[config.mk]
export PLATFORM = sky130hd
export DESIGN_NAME = gdil_window
export DESIGN_NICKNAME = d
export VERILOG_FILES = /design/src/hdl/gdil_pkg.sv /design/src/hdl/gdil_window.sv
export SDC_FILE = /design/constraint.sdc
export NUM_CORES = 1
export LEC_CHECK = 0
export ABC_CLOCK_PERIOD_IN_PS = 11800
export BUFFER_PORTS_ARGS = -buffer_cell sky130_fd_sc_hd__buf_2
export CAP_MARGIN = 20
export CORE_AREA = 8 8 92 94
export DETAILED_ROUTE_END_ITERATION = 10
export DIE_AREA = 0 0 100 102
export PLACE_DENSITY = 0.64
export SLEW_MARGIN = 20
export SYNTH_ARGS = -nofsm -noshare
export SYNTH_HDL_FRONTEND = slang
export SYNTH_SLANG_ARGS = --single-unit
[constraint.sdc]
create_clock -name aclk -period 11.8 [get_ports aclk]
set_input_delay 1.18 -clock aclk [delete_from_list [all_inputs] [get_ports aclk]]
set_output_delay 1.18 -clock aclk [all_outputs]
set_load 0.05 [all_outputs]
[src/hdl/gdil_pkg.sv]
// Shared types and constants for the 3x3 grayscale dilation core.
`default_nettype none

package gdil_pkg;

    localparam int PIX_W      = 8;
    localparam int ROW_W      = 12;
    localparam int CFG_ADDR_W = 1;
    localparam int CFG_DATA_W = 13;
    localparam int FW_W       = 11;
    localparam int FH_W       = 13;

    // Configuration register indexes
    localparam logic [CFG_ADDR_W-1:0] CFG_FRAME_WIDTH  = 1'd0;
    localparam logic [CFG_ADDR_W-1:0] CFG_FRAME_HEIGHT = 1'd1;

    localparam int FRAME_HEIGHT_RST = 480;
    localparam int FRAME_WIDTH_RST  = 1024;
    localparam int MAX_HEIGHT       = 4096;

    typedef logic [PIX_W-1:0] pix_t;

    // Per-request control that follows the pixel down the pipe
    typedef struct packed {
        logic result_en;
        logic last;
    } win_ctl_t;

endpackage

`default_nettype wire

[src/hdl/gdil_window.sv]
// Column max, 3-column window max and output register.
`default_nettype none

module gdil_window (
    input  wire logic               aclk,
    input  wire logic               aresetn,
    input  wire logic               advance,
    input  wire gdil_pkg::pix_t     px,
    input  wire gdil_pkg::pix_t     up1,
    input  wire gdil_pkg::pix_t     up2,
    input  wire gdil_pkg::win_ctl_t ctl,
    input  wire logic               m_tready,
    output logic                    m_tvalid,
    output gdil_pkg::pix_t          m_pixel,
    output logic                    m_last
);
    import gdil_pkg::*;

    pix_t col_max_left_reg, col_max_mid_reg;
    pix_t col_max, upper_max, side_max, win_max;
    logic m_valid_reg;
    pix_t m_pixel_reg;
    logic m_last_reg;

    always_comb begin
        upper_max = (up1 > up2) ? up1 : up2;
        col_max   = (px > upper_max) ? px : upper_max;
        side_max  = (col_max_left_reg > col_max_mid_reg) ? col_max_left_reg
                                                         : col_max_mid_reg;
        win_max   = (col_max > side_max) ? col_max : side_max;
    end

    always_ff @(posedge aclk) begin
        if (!aresetn) begin
            col_max_left_reg <= '0;
            col_max_mid_reg  <= '0;
            m_valid_reg      <= 1'b0;
        end else if (advance) begin
            col_max_left_reg <= col_max_mid_reg;
            col_max_mid_reg  <= col_max;
            m_valid_reg      <= ctl.result_en;
        end else if (m_tready) begin
            m_valid_reg <= 1'b0;
        end
    end

    always_ff @(posedge aclk) begin
        if (advance) begin
            m_pixel_reg <= win_max;
            m_last_reg  <= ctl.last;
        end
    end

    assign m_tvalid = m_valid_reg;
    assign m_pixel  = m_pixel_reg;
    assign m_last   = m_last_reg;

endmodule

`default_nettype wire

==> run_results.csv <==
group,metric,value,unit
run_status,outcome,"complete, no violations",
setup_path,cp.required,11800,ps
placed_design,placed_area,2760,sq um
clocking,cts_made_buffers,3,
power_and_ir_drop,p_leak,1.25,nW
power_and_ir_drop,power_density,160,nW/um^2
placed_design,dp_hpwl,5.82,mm
floorplan,core,7060,sq um
clocking,clk_pin_slew,80,ps
setup_path,crit_path_start_kind,"primary input",
floorplan,die-area,10200,sq um
timing,setup_viol_count_final,0,
clocking,cts.hold.buffers_added,0,
yosys,yosysMostFrequentCell,"inv_1",
yosys,ys_warn_count,0,
yosys,ys_seq_area_share,24.5,%
clocking,cts-resized-gates,0,
timing,hold_violations,0,
timing,post-route-min-period,6680,ps
yosys,synthFlopType,"dfxtp_1",
timing,hold_ws,525,ps
clocking,cts_tree,"done",
routing,drt_iter0_drc,141,
power_and_ir_drop,swShare,47.9,%
yosys,synth_top_area_share,15.5,%
finish,area_growth,12.5,%
yosys,synth_cell_types,46,
finish,layout-drive-gt1-share,15.8,%
setup_path,crit_path_end_kind,"flip-flop",
routing,postRouteAntennaNets,0,
power_and_ir_drop,pwr-share-clk,11.0,%
grt,grt_pass1_vias,2300,
clocking,cts_setup_buffers,0,
power_and_ir_drop,vdd.ir_drop.worst,59.4,uV
floorplan,num_rows,31,
yosys,synth.top_cells.by_area,"ha_1 16%, dfxtp_1 14%, edfxtp_1 11%",
grt,antenna_found_initial,0,
routing,num_vias,2369,
finish,nets,397,
min_path,hp-class,"reg -> reg",
timing,worst_pin_slew,797,ps
yosys,async_reset_ff_share,0,%
timing,grt_setup_unrepaired,"no",
timing,timing.setup.tns,0,ps
yosys,ys_top_cells_by_count,"33 x inv_1, 31 x ha_1, 30 x nor2_1, 23 x a21oi_1, 20 x nand2_1",
power_and_ir_drop,p_total,0.000449,W
yosys,ys_ff_latch,26,
clocking,cts_buffer_depth,2,
routing,drt-total-wl,7.03,mm
yosys,synthCells,303,
grt,grt_max_degree,24,
clocking,cts_max_level,1,
timing,slew-limit-headroom,46.5,%
routing,wl_per_cell,16.2,um
floorplan,die_w,100,um
yosys,syn_avg_cell_area,8.23,sq um
grt,grt.overflow.total,0,
yosys,syn_nets,364,
routing,vias_per_cell,5.46,
timing,final_max_slew_viol_count,0,
power_and_ir_drop,power_switching,0.000215,W
timing,fin_crit_sh,56.6,%
finish,antenna_cells,0,
setup_path,criticalPathCategory,"in -> reg",
finish,nFillCells,753,
placed_design,placement.io_buffers,39,
finish,final_cell_area,2810,sq um
timing,skew,2.04,ps
grt,grt_usage,13.9,%
run,cap_violations,0,
power_and_ir_drop,pwr-share-comb,60.9,%
power_and_ir_drop,p_int,0.000234,W
setup_path,critPathMaxFanout,15,
routing,drt-pass1-iter-count,4,
clocking,clock_latency,260,ps
yosys,yosysTopAreaCell,"ha_1",
setup_path,worstPathArrival,6680,ps
floorplan,initial_core_util,35.3,%
routing,drc_errors,0,
grt,grt_pass1_wl,11.4,mm
floorplan,fp.dieH,102,um
placed_design,routabilityCongestion,0.925,
clocking,cts.sinks,26,
yosys,synth-edff-count,9,
timing,clock.fmax,150,MHz
floorplan,io_pins,40,
yosys,synth_area,2490,sq um
clocking,cts_root_buf,"clkbuf_8",
power_and_ir_drop,p_seq_share,28.1,%
per-layer routing:
metal	global-route usage [%]	part of all wire, %	up-vias
met5	0	0	-
met4	4.19	1.3	0
met3	3.13	6.5	6
met2	22.8	46	78
met1	17.9	46	1085
li1	-	-	1200
through the flow:
step           setup WS (ps)  cells  util (%)
6_report                5120    434      39.8
5_1_grt                 4560    434      39.8
4_1_cts                 4900    434      39.8
3_5_place_dp            4620    430      39.1
3_3_place_gp            4750    430      39.1
2_1_floorplan           5600    303         -
critical path: stages:
cell,delay [ps]
buf_2,100
inv_1,40
ha_1,270
nor2b_1,140
o211ai_1,230
a21oi_1,120
o21ai_1,650
o21a_1,240
ha_1,260
a21oi_1,150
o21ai_0,140
nor2_1,360
o211ai_1,200
o21a_1,410
nor3_4,430
mux2i_1,300
ha_1,280
nand4_1,110
nor2_1,50
a22oi_1,210
o21a_1,330
o211ai_1,150
nor4_1,220
a211oi_1,110
layout make-up:
class                      instances  area (sq um)  share of cell area, %
sequential                        26           611                   21.8
multi-input combinational        231          1690                   60.3
clock buffer                       3          41.3                   1.47
inverter                          33           124                   4.41
tap                               99           124                   4.41
clock inverter                     1          3.75                  0.134
timing repair buffer              41           210                   7.49
cell usage in the layout, fill, tap and decap left out, drive strengths merged, types with 2 or more instances in the layout:
cell type	count
a21o	3
o21a	11
nand4	3
dfxtp	17
nor2	30
a21oi	23
nor3	3
ha	31
o311a	6
nand3	11
nand2	20
nand3b	2
o211ai	16
clkbuf	3
nor4	7
mux2i	15
o21ai	11
a311oi	6
nor2b	3
buf	41
nand2b	3
inv	33
o311ai	6
a211oi	7
edfxtp	9
cells by family after synthesis:
| logic type | after synthesis | synth area share (%) |
|---|---|---|
| buf+inv | 46 | 7.67 |
| compound gates | 96 | 27.9 |
| simple gates | 88 | 18.0 |
| mux | 16 | 6.47 |
| flops | 26 | 24.5 |
| fa+ha+maj | 31 | 15.5 |
path summary, 6_finish.rpt:
kind,start,end,slack (ps),cells after the start
worst max-delay path,up2[1],m_pixel[7],5120,24
worst min-delay path,col_max_mid_reg[1],col_max_mid_reg[1],520,2
worst max register to register,col_max_mid_reg[6],m_pixel[7],8110,15
worst min register to register,col_max_mid_reg[1],col_max_mid_reg[1],520,2
power groups by stage:
stage / Sequential [W] / Combinational, W / Clock [W]
6_report: 0.000126 / 0.000273 / 0.0000496
3_5_place_dp: 0.000129 / 0.000271 / 0
2_1_floorplan: 0.000174 / 0.000163 / 0
4_1_cts: 0.000127 / 0.000272 / 0.0000519
3_3_place_gp: 0.000128 / 0.000268 / 0
5_1_grt: 0.000128 / 0.000302 / 0.0000538
(Power assumes the default switching activity.)
