<file path="config.mk">
export PLATFORM = sky130hd
export DESIGN_NAME = gdil_geom
export DESIGN_NICKNAME = d
export VERILOG_FILES = /design/src/hdl/gdil_pkg.sv /design/src/hdl/gdil_geom.sv
export SDC_FILE = /design/constraint.sdc
export NUM_CORES = 1
export LEC_CHECK = 0
export BUFFER_PORTS_ARGS = -buffer_cell sky130_fd_sc_hd__buf_2
export CORE_MARGIN = 4
export CORE_UTILIZATION = 30
export CTS_CLUSTER_SIZE = 28
export DETAILED_ROUTE_END_ITERATION = 16
export PLACE_DENSITY = 0.51
export SLEW_MARGIN = 20
export SYNTH_ARGS = -nofsm -noshare
export SYNTH_HDL_FRONTEND = slang
export SYNTH_SLANG_ARGS = --single-unit
</file>
<file path="constraint.sdc">
create_clock -name aclk -period 4.1 [get_ports aclk]
set_clock_uncertainty 0.1 [all_clocks]
set_input_delay 1.025 -clock aclk [delete_from_list [all_inputs] [get_ports aclk]]
set_output_delay 1.025 -clock aclk [all_outputs]
set_load 0.005 [all_outputs]
</file>
<file path="src/hdl/gdil_pkg.sv">
// Shared types and constants for the 3x3 grayscale dilation core.
`default_nettype none

package gdil_pkg;

    localparam int PIX_W      = 8;
    localparam int ROW_W      = 12;
    localparam int CFG_ADDR_W = 1;
    localparam int CFG_DATA_W = 13;
    localparam int FW_W       = 11;
    localparam int FH_W       = 13;

    // Configuration register indexes
    localparam logic [CFG_ADDR_W-1:0] CFG_FRAME_WIDTH  = 1'd0;
    localparam logic [CFG_ADDR_W-1:0] CFG_FRAME_HEIGHT = 1'd1;

    localparam int FRAME_HEIGHT_RST = 480;
    localparam int FRAME_WIDTH_RST  = 1024;
    localparam int MAX_HEIGHT       = 4096;

    typedef logic [PIX_W-1:0] pix_t;

    // Per-request control that follows the pixel down the pipe
    typedef struct packed {
        logic result_en;
        logic last;
    } win_ctl_t;

endpackage

`default_nettype wire

</file>
<file path="src/hdl/gdil_geom.sv">
// Frame geometry registers and raster column/row counters.
`default_nettype none

module gdil_geom #(
    parameter int MAX_WIDTH = 1024
) (
    input  wire logic                            aclk,
    input  wire logic                            aresetn,
    input  wire logic                            cfg_wr_en,
    input  wire logic [gdil_pkg::CFG_ADDR_W-1:0] cfg_addr,
    input  wire logic [gdil_pkg::CFG_DATA_W-1:0] cfg_wdata,
    input  wire logic                            accept,
    input  wire logic                            frame_start,
    output logic [$clog2(MAX_WIDTH)-1:0]         col_idx,
    output gdil_pkg::win_ctl_t                   ctl
);
    import gdil_pkg::*;

    localparam int CW  = $clog2(MAX_WIDTH);
    localparam int WUW = $clog2(MAX_WIDTH + 1);
    localparam int W_RST_LAST = ((MAX_WIDTH < FRAME_WIDTH_RST) ? MAX_WIDTH
                                                               : FRAME_WIDTH_RST) - 1;

    logic [WUW-1:0]   w_last_reg;
    logic [ROW_W-1:0] h_last_reg;
    logic [CW-1:0]    col_reg, col_next;
    logic [ROW_W-1:0] row_reg, row_next;
    logic [CW-1:0]    col_cur;
    logic [ROW_W-1:0] row_cur;
    logic [31:0]      w_cfg, h_cfg, w_clamp, h_clamp;
    logic             col_wrap;

    // Saturate the written geometry and keep last index (size - 1)
    always_comb begin
        w_cfg = 32'(cfg_wdata[FW_W-1:0]);
        h_cfg = 32'(cfg_wdata[FH_W-1:0]);
        priority if (w_cfg < 32'd3)               w_clamp = 32'd3;
        else if (w_cfg > 32'(MAX_WIDTH))          w_clamp = 32'(MAX_WIDTH);
        else                                      w_clamp = w_cfg;
        priority if (h_cfg < 32'd3)               h_clamp = 32'd3;
        else if (h_cfg > 32'(MAX_HEIGHT))         h_clamp = 32'(MAX_HEIGHT);
        else                                      h_clamp = h_cfg;
    end

    always_ff @(posedge aclk) begin
        if (!aresetn) begin
            w_last_reg <= WUW'(W_RST_LAST);
            h_last_reg <= ROW_W'(FRAME_HEIGHT_RST - 1);
        end else if (cfg_wr_en) begin
            unique case (cfg_addr)
                CFG_FRAME_WIDTH:  w_last_reg <= WUW'(w_clamp - 32'd1);
                CFG_FRAME_HEIGHT: h_last_reg <= ROW_W'(h_clamp - 32'd1);
                default: ;
            endcase
        end
    end

    always_comb begin
        col_cur  = frame_start ? '0 : col_reg;
        row_cur  = frame_start ? '0 : row_reg;
        col_wrap = 32'(col_cur) >= 32'(w_last_reg);
        if (col_wrap) begin
            col_next = '0;
            row_next = (row_cur >= h_last_reg) ? '0 : row_cur + 1'b1;
        end else begin
            col_next = col_cur + 1'b1;
            row_next = row_cur;
        end
        col_idx       = col_cur;
        ctl.result_en = (row_cur >= ROW_W'(2)) && (32'(col_cur) >= 32'd2);
        ctl.last      = (row_cur == h_last_reg) && (32'(col_cur) == 32'(w_last_reg));
    end

    always_ff @(posedge aclk) begin
        if (!aresetn) begin
            col_reg <= '0;
            row_reg <= '0;
        end else if (accept) begin
            col_reg <= col_next;
            row_reg <= row_next;
        end
    end

endmodule

`default_nettype wire

</file>
==> reports/results.ini <==
[final_layout]
diodes = 0
drive_gt1_frac = 0.1482
nets = 525
final_common_cell = nand2_1
stdcell_count = 619
final_cell_mix = 55 x nand2_1, 45 x dfxtp_1, 43 x nor2_1
area.growth.synth_to_final_pct = 14.16
final.fill_count = 1148
multi_input_area_sq_um = 2226
regArea_sq_um = 900.9

[floorplan]
die_area_sq_um = 12850
initial_core_util = 0.3072
rows = 38
core_area_sq_um = 10840
fp.dieW_um = 113.4
ioPinCount = 31
die_h_um = 113.4

[timing]
slew-limit-headroom = 0.4632
period_minus_slack_ps = 3858
finalSetupViolCount = 0
hold_viol = 0
worst_pin_slew_ps = 805.1
drv_slew = 0
rsz0062_at_grt = no
tns_ps = 0
max_freq_ghz = 0.2592
post-route-period-util = 0.9411

[worst_setup_path]
cp-start-kind = input port
critical_path_arrival_ps = 2730
cp.required_ps = 2970
endpoint_kind = output pin
critPathSlowestCell = nor2b_1
reg2reg_slack_ps = 1150
slowest_delay_ps = 350
crit_type = in -> out
worstPathMaxFanout = 22
critical_path.cell_chain = clkbuf_4 > nor2b_1 > ha_1 > nand3b_1 > nor2_1 > nand2_1 > nor4_1 > buf_2

[pwr]
p_leak_uw = 0.001719
p_int_uw = 692.1
switching_share = 0.2868
ir_worst_vdd_uv = 141.4
power_frac_comb = 0.163
pwr-share-seq = 0.475
clkPwrFrac = 0.362
p_sw_uw = 278.3
p_per_area_nw_per_um2 = 255.2

[synth]
synthArstFlopShare = 0
synthTopCellsByArea = dfxtp_1 27%, ha_1 11%, nand2_1 6.2%
ys_ff_latch = 45
synth_edf_count = 0
synth_cells = 447
yosysUniqueCellTypes = 62
synth_nets = 494
yosysWarnings = 0
synth_area_sq_um = 3331
yosysTopAreaCell = dfxtp_1
yosysSeqAreaShare = 0.2705
yosys_most_used_dff = dfxtp_1
syn_avg_cell_area_sq_um = 7.451
synth.top_cell.area_share = 0.2705

[global_route]
antenna_found_initial = 0
grt_max_degree = 27
grt_pass1_vias = 3124
grt_remaining_overflow = 0
grt_use_total = 0.1458
grt_first_pass_wirelength_mm = 15.58

[placement]
dp_cells = 611
dpl.hpwl_mm = 7.117
io_buffers = 30
gp_congestion = 0.8729

[clocking]
clock_latency_ps = 300
clkSinkCount = 45
cts_buffers = 5
root_buffer = clkbuf_8
cts_buffer_depth = 2
cts_max_level = 2
cts_tree = built
ctsResizeCount = 0
post_cts_buffers = 0
holdBufCountCts = 0
clkTransAtPathRegs_ps = 100

[routing]
drt_iter0_drc = 227
wl_met1_mm = 4.684
wire_per_inst_um = 14.97
routed-wl-met2_mm = 3.948
top_layer_used = met4
antenna_left = 0
via_per_inst = 5.352
first_pass_iters = 5
remaining_drc_errors = 0
routed_wl_mm = 9.264
dr_total_vias = 3313
wl_met3_um = 503

[job]
max_cap_viol_count = 0

[worst_hold_path]
hold_class = reg -> reg

[run_status]
status = finished, final reports clean

==> worst max-delay path: cells and delay by family <==
family / cells / cell delay [ps]
buf+inv: 2 / 420
fa+ha+maj: 1 / 230
simple gates: 5 / 1070
==> routing by layer <==
metal,up-vias,track usage
li1,1670,-
met1,1511,0.2113
met2,119,0.2227
met3,13,0.02406
met4,0,0.04087
met5,-,0
==> metrics by stage <==
| step | total power (uW) | area (sq um) | setup WS, ps | utilization | hold WS (ps) |
|---|---|---|---|---|---|
| 3_5_place_dp | 627.9 | 3685 | 101.5 | 0.3399 | 352.5 |
| 2_1_floorplan | 578.3 | 3331 | 129.9 | - | 331.9 |
| 4_1_cts | 980.6 | 3800 | 109.2 | 0.3505 | 375.6 |
| 5_1_grt | 1019 | 3802 | 53.93 | 0.3508 | 395.6 |
| 3_3_place_gp | 627.5 | 3685 | 110.8 | 0.3399 | 347.7 |
| 6_report | 970.3 | 3802 | 241.6 | 0.3508 | 369.8 |
==> final cells by class <==
class,instances,area share
clock buffer,5,0.01810
clock inverter,3,0.01218
tap,140,0.04607
timing repair buffer,46,0.07173
sequential,45,0.2369
multi-input combinational,350,0.5854
inverter,30,0.02961
==> power groups by stage <==
stage                     logic, uW  registers, uW  clock network, uW
after floorplan                 110            469                  0
after global placement          157            471                  0
after detailed placement        157            471                  0
after CTS                       158            461                362
after global routing            180            463                376
final                           158            461                351
==> synthesized netlist by cell type, drive strengths merged (2+ instances only) <==
| cell | n |
|---|---|
| dfxtp | 45 |
| a21o | 3 |
| buf | 2 |
| a221oi | 3 |
| o21a | 5 |
| o41ai | 2 |
| a31o | 3 |
| and4 | 2 |
| ha | 28 |
| or3 | 3 |
| nand2b | 2 |
| inv | 29 |
| and3 | 8 |
| nor2b | 22 |
| a31oi | 8 |
| o31ai | 6 |
| xnor2 | 5 |
| and2 | 6 |
| nand2 | 56 |
| a21oi | 29 |
| clkbuf | 20 |
| or2 | 2 |
| o211ai | 9 |
| nor2 | 44 |
| nor4 | 9 |
| a211o | 4 |
| mux2i | 3 |
| o21ai | 18 |
| a211oi | 3 |
| o221ai | 4 |
| a21boi | 3 |
| nand3 | 20 |
| nor3 | 11 |
| nand4 | 6 |
| o22ai | 2 |
| nand3b | 2 |
| o311ai | 4 |
| a311oi | 3 |
==> cells by family (layout without fill, tap and decap cells) <==
logic type	count (synthesis)	in the layout	share of synthesized area
AND/OR/NAND/NOR	198	198	0.2983
AO/OA/AOI/OAI	114	114	0.2367
buffers and inverters	52	84	0.06123
flip-flops	45	45	0.2705
adder cells (fa/ha/maj)	28	28	0.1052
XOR/XNOR	6	6	0.01578
multiplexers	4	4	0.01240
==> path summary, 6_finish.rpt <==
check | startpoint | end | depth (start not counted)
worst min register to register | w_last_reg[7]$_SDFFE_PN1P_ | w_last_reg[7]$_SDFFE_PN1P_ | 1
worst max-delay path | frame_start | ctl[0] | 8
worst min-delay path | w_last_reg[7]$_SDFFE_PN1P_ | w_last_reg[7]$_SDFFE_PN1P_ | 1
worst max register to register | col_reg[9]$_SDFFE_PN0P_ | row_reg[5]$_SDFFE_PN0P_ | 9
Note: power is estimated with default switching activity, not from simulation.
